[src/design/mie_mult.sv]
// multiplier for mult and multu: four registered 16x16 partial products, summed combinationally
`default_nettype none
module mie_mult (
  input  wire logic        clk_i,
  input  wire logic        start_i,
  input  wire logic        signed_i,
  input  wire logic [31:0] a_i,
  input  wire logic [31:0] b_i,
  output logic             done_o,
  output logic [63:0]      prod_o
);
  logic [31:0] ll_q, lh_q, hl_q, hh_q;
  logic        neg_a_q, neg_b_q, done_q;
  logic [31:0] a_q, b_q;
  logic [63:0] raw;

  always_ff @(posedge clk_i) begin
    ll_q    <= a_i[15:0] * b_i[15:0];
    lh_q    <= a_i[15:0] * b_i[31:16];
    hl_q    <= a_i[31:16] * b_i[15:0];
    hh_q    <= a_i[31:16] * b_i[31:16];
    neg_a_q <= signed_i & a_i[31];
    neg_b_q <= signed_i & b_i[31];
    a_q     <= a_i;
    b_q     <= b_i;
    done_q  <= start_i;
  end

  // signed correction: subtract the other operand shifted up for each negative one
  always_comb begin
    raw = {32'd0, ll_q} + {16'd0, lh_q, 16'd0} + {16'd0, hl_q, 16'd0} + {hh_q, 32'd0};
    prod_o = raw - {(neg_a_q ? b_q : 32'd0), 32'd0} - {(neg_b_q ? a_q : 32'd0), 32'd0};
  end

  assign done_o = done_q;
endmodule
`default_nettype wire

[config.mk]
export PLATFORM = sky130hd
export DESIGN_NAME = mie_mult
export DESIGN_NICKNAME = d
export VERILOG_FILES = /design/src/design/mie_mult.sv
export SDC_FILE = /design/constraint.sdc
export NUM_CORES = 2
export LEC_CHECK = 0
export BUFFER_PORTS_ARGS = -buffer_cell sky130_fd_sc_hd__buf_2
export CORE_MARGIN = 4
export CORE_UTILIZATION = 31
export DETAILED_ROUTE_END_ITERATION = 10
export PLACE_DENSITY = 0.51
export SLEW_MARGIN = 20
export SYNTH_ARGS = -nofsm -noshare
export SYNTH_HDL_FRONTEND = slang
export SYNTH_SLANG_ARGS = --single-unit
[constraint.sdc]
create_clock -name clk_i -period 8.8 [get_ports clk_i]
set_clock_uncertainty 0.2 [all_clocks]
set_input_delay 0.44 -clock clk_i [delete_from_list [all_inputs] [get_ports clk_i]]
set_output_delay 0.44 -clock clk_i [all_outputs]
set_load 0.005 [all_outputs]
After elaboration in Yosys (flattened, before gate mapping)
Cells that the tools add are included.
W data, S select, Z words.
{"block": "word_totals", "reg_bits": 195, "output_inout_bits": 65, "elab_cells": 22}
{"block": "classes", "addsub": 5, "multipliers": 4, "mux": 2, "n_bitwise": 2}
{"operator": "$mul A16 B16 Y32", "count": 4}
{"operator": "$sub A64 B64 Y64", "count": 2}
{"operator": "$add A50 B64 Y64", "count": 1}
{"operator": "$mux W32", "count": 2}
{"operator": "$add A49 B48 Y50", "count": 1}
{"operator": "$add A32 B48 Y49", "count": 1}
{"operator": "$and A1 B1 Y1", "count": 2}

Depth between registers and ports, before layout
{"block": "depth", "word_depth": 5, "mapped_depth": 25, "ltp_nobuf": 23}

Worst setup path before layout
No wires, ideal clock.
{"block": "synth_timing", "kind": "input to register", "from": "input b_i[1]", "to": "register ll_q[30]", "setup_time_ps": 72, "arrival_time_ps": 6150, "required_ps": 8528, "path_slack_ps": 2377, "path_stages": 21, "path_buffers": 1, "path_cell_list": "clkbuf_1 -> nand2_1 -> fa_1 -> fa_1 -> fa_1 -> fa_1 -> inv_1 -> fa_1 -> inv_1 -> fa_1 -> inv_1 -> ha_1 -> and2_1 -> a221o_1 -> a221o_1 -> a211o_1 -> a21oi_2 -> a221oi_1 -> a21o_1 -> a21oi_1 -> xnor2_1"}
{"block": "synth_between", "elab_chain_len": 1}
{"item": "start, declared", "line": "8", "source": "input wire logic [31:0] b_i,"}
{"item": "$mul A16 B16 Y32", "line": "18", "source": "ll_q <= a_i[15:0] * b_i[15:0];"}
{"item": "end signal, assigned", "line": "18"}
{"item": "end, declared", "line": "12", "source": "logic [31:0] ll_q, lh_q, hl_q, hh_q;"}
Every way passes these cells.

Worst setup path in the final report
{"block": "layout_timing", "from": "register neg_b_q", "to": "output prod_o[58]"}
{"block": "layout_between", "elab_chain_len": 2}
{"item": "start, declared", "line": "13", "source": "logic neg_a_q, neg_b_q, done_q;"}
{"item": "start signal, assigned", "line": "23", "source": "neg_b_q <= signed_i & b_i[31];"}
{"item": "$mux W32", "line": "32", "source": "prod_o = raw - {(neg_a_q ? b_q : 32'd0), 32'd0} - {(neg_b_q ? a_q : 32'd0), 32'd0};"}
{"item": "$sub A64 B64 Y64", "line": "32"}
{"item": "end, declared", "line": "10", "source": "output logic [63:0] prod_o"}
Every way passes these cells.

==> impl_metrics.env <==
export IMPL_core_area_um2=140000
export IMPL_viasPerCell=4.71
export IMPL_cts_tree="done"
export IMPL_place_hpwl_um=98800
export IMPL_synth_edf_count=0
export IMPL_synthToLayoutAreaGrowth_pct=7.36
export IMPL_min_path_type="input port to flip-flop"
export IMPL_drc=0
export IMPL_endpoint_kind="output port"
export IMPL_cts_root_buf="clkbuf_16"
export IMPL_slowest_stage="dfxtp_1"
export IMPL_cp_required_ps=8160
export IMPL_crit_family="simple AND/OR/NAND/NOR gates"
export IMPL_portBuffers=131
export IMPL_cpPeakStageDelay_ps=780
export IMPL_cp_max_fo=17
export IMPL_crit_buf_inv=2
export IMPL_post_cts_repair_setup_buffers=0
export IMPL_die_area_um2=148000
export IMPL_num_vias=31800
export IMPL_arrival_ps=6630
export IMPL_synthSimpleGateAreaFrac=0.154
export IMPL_tns_ps=0
export IMPL_rsz0062_at_grt="no"
export IMPL_cts_max_level=4
export IMPL_fill_cells=14700
export IMPL_gr_total_overflow=0
export IMPL_die_w_um=384
export IMPL_grt_pass1_wl_um=199000
export IMPL_gp_congestion=0.847
export IMPL_yosysSeqAreaShare=0.0890
export IMPL_numClockSinks=195
export IMPL_setup_viol=0
export IMPL_nNetsFinal=6309
export IMPL_relSlewSlack=0.314
export IMPL_synthFlopType="dfxtp_1"
export IMPL_path_cells="buf_4 > nand2_1 > fa_1 > fa_1 > fa_1 > ha_1 > and4_1 > and3_1 > and2_1 > nand3_1 > nor3_1 > o21ai_0 > and3_1 > o21ai_0 > xor2_1 > buf_2"
export IMPL_slew_violations=0
export IMPL_wl_per_cell_um=18.6
export IMPL_synthesis_area_um2=43900
export IMPL_synth_xor_area_frac=0.0343
export IMPL_grt_max_degree=34
export IMPL_seqCellArea_um2=3900
export IMPL_syn_nets=6327
export IMPL_numCtsBuffers=17
export IMPL_synthAdderAreaFrac=0.543
export IMPL_drtPass1Iterations=5
export IMPL_layout_commonest_cell="inv_1"
export IMPL_totalWireLength_um=125000
export IMPL_dieHeight_um=384
export IMPL_synth_compound_area_frac=0.0731
export IMPL_finalHoldViolations=0
export IMPL_syn_area_per_cell_um2=9.01
export IMPL_antenna_found_initial=24
export IMPL_crit_type="flip-flop to output port"
export IMPL_clkTransAtPathRegs_ps=100
export IMPL_start_util=0.313
export IMPL_drt_initial_drc_count=1905
export IMPL_synth_warnings=0
export IMPL_synth_mux_area_fraction=0.000228
export IMPL_ant_nets=0
export IMPL_async_flop_share=0
export IMPL_netlist_instances=4869
export IMPL_num_io_pins=132
export IMPL_outcome="finished, final reports clean"
export IMPL_path_common_cell="fa_1"
export IMPL_drive_gt1_frac=0.0512
export IMPL_layout_common_cells="inv_1 (1025), fa_1 (855), nand2_1 (688), ha_1 (536), and2_1 (487)"
export IMPL_synth_top_family_by_area="adder cells"
export IMPL_final_core_util=0.336
export IMPL_fin_crit_sh=0.826
export IMPL_grt_total_usage=0.175
export IMPL_worst_pin_slew_ps=1030
export IMPL_finalCriticalPeriod_ps=7270
export IMPL_yosys_cell_types_count=78
export IMPL_fmax_ghz=0.138
export IMPL_multiInputGateArea_um2=35300
export IMPL_synth_seq_cells=195
export IMPL_num_rows=137
export IMPL_start_kind="flip-flop"
export IMPL_clockBufferDepth=2
export IMPL_drv_cap=0
export IMPL_grt_pass1_vias=33700
==> state kept, by name (all words and copies together), names as in the netlist <==
name and count:
neg_a_q 1, lh_q 32, ll_q 32, a_q 32, b_q 32, done_o 1
hh_q 32, hl_q 32, neg_b_q 1
==> per-stage QoR <==
stage / setup WS [ps] / cells / area, um^2 / hold slack (ps)
2_1_floorplan: 2380 / 4869 / 43900 / 268
3_3_place_gp: 1570 / 6705 / 46400 / 344
3_5_place_dp: 1470 / 6705 / 46400 / 344
4_1_cts: 1430 / 6740 / 47100 / 32.4
5_1_grt: 1170 / 6743 / 47100 / 42.5
6_report: 1530 / 6750 / 47100 / 78.2
==> cells by family after synthesis <==
kind of cell	Yosys count
muxes	1
buffers and inverters	1247
DFF	195
xor gates and xnor gates	172
adders and majority gates	1391
and+or+nand+nor	1388
AOI/OAI and AO/OA	475
==> repair_timing <==
action	in CTS	in global routing
hold buffers	3	0
resized for setup	0	0
hold endpoints to repair	4	0
==> metal layers <==
metal	global-route usage	vias up	wire, um
met1	0.244	16200	57300
met4	0.0377	14	2470
met5	0	-	80
met2	0.290	650	59300
met3	0.0236	113	6270
li1	-	14700	-
==> area by class of cell <==
type                       instances  area share
tap                             1876      0.0498
clock inverter                    15     0.00449
inverter                        1025      0.0817
sequential                       195      0.0829
clock buffer                      17     0.00903
multi-input combinational       3427       0.749
antenna                           10    0.000531
timing repair buffer             185      0.0227
==> path summary, 6_finish.rpt <==
check,startpoint,to,cells past startpoint
worst max-delay path,neg_b_q$_DFF_P_,prod_o[58],16
worst min-delay path,b_i[10],b_q[10]$_DFF_P_,1
==> Yosys cell counts (4+ instances only) <==
cell type | instances | area, um^2
fa_1 | 855 | 17100
nand4_1 | 27 | 169
o211ai_1 | 9 | 67.6
and2_1 | 487 | 3050
inv_1 | 1025 | 3850
o31ai_1 | 7 | 52.6
xnor2_1 | 113 | 990
and4_1 | 4 | 35.0
o21ai_0 | 73 | 365
clkbuf_1 | 217 | 815
nor2_1 | 81 | 304
a31o_2 | 4 | 35.0
a21boi_0 | 6 | 45.0
a31oi_1 | 16 | 100
a41oi_1 | 4 | 35.0
or4_1 | 4 | 30.0
and3_1 | 13 | 81.3
xor2_1 | 59 | 517
a211o_1 | 8 | 70.1
nand2_1 | 688 | 2580
nor3_1 | 17 | 85.1
a221o_1 | 6 | 60.1
dfxtp_1 | 195 | 3900
or2_2 | 5 | 31.3
ha_1 | 536 | 6710
o21bai_1 | 26 | 195
nor2b_1 | 11 | 68.8
a21oi_1 | 158 | 791
o21a_1 | 17 | 128
a211oi_1 | 10 | 75.1
o21ai_1 | 4 | 20.0
a21o_1 | 74 | 556
nand2b_1 | 11 | 68.8
nand3_1 | 27 | 135
Power is not shown: default switching activity piles up to over one toggle a cycle in this logic, so the estimate is an artifact.
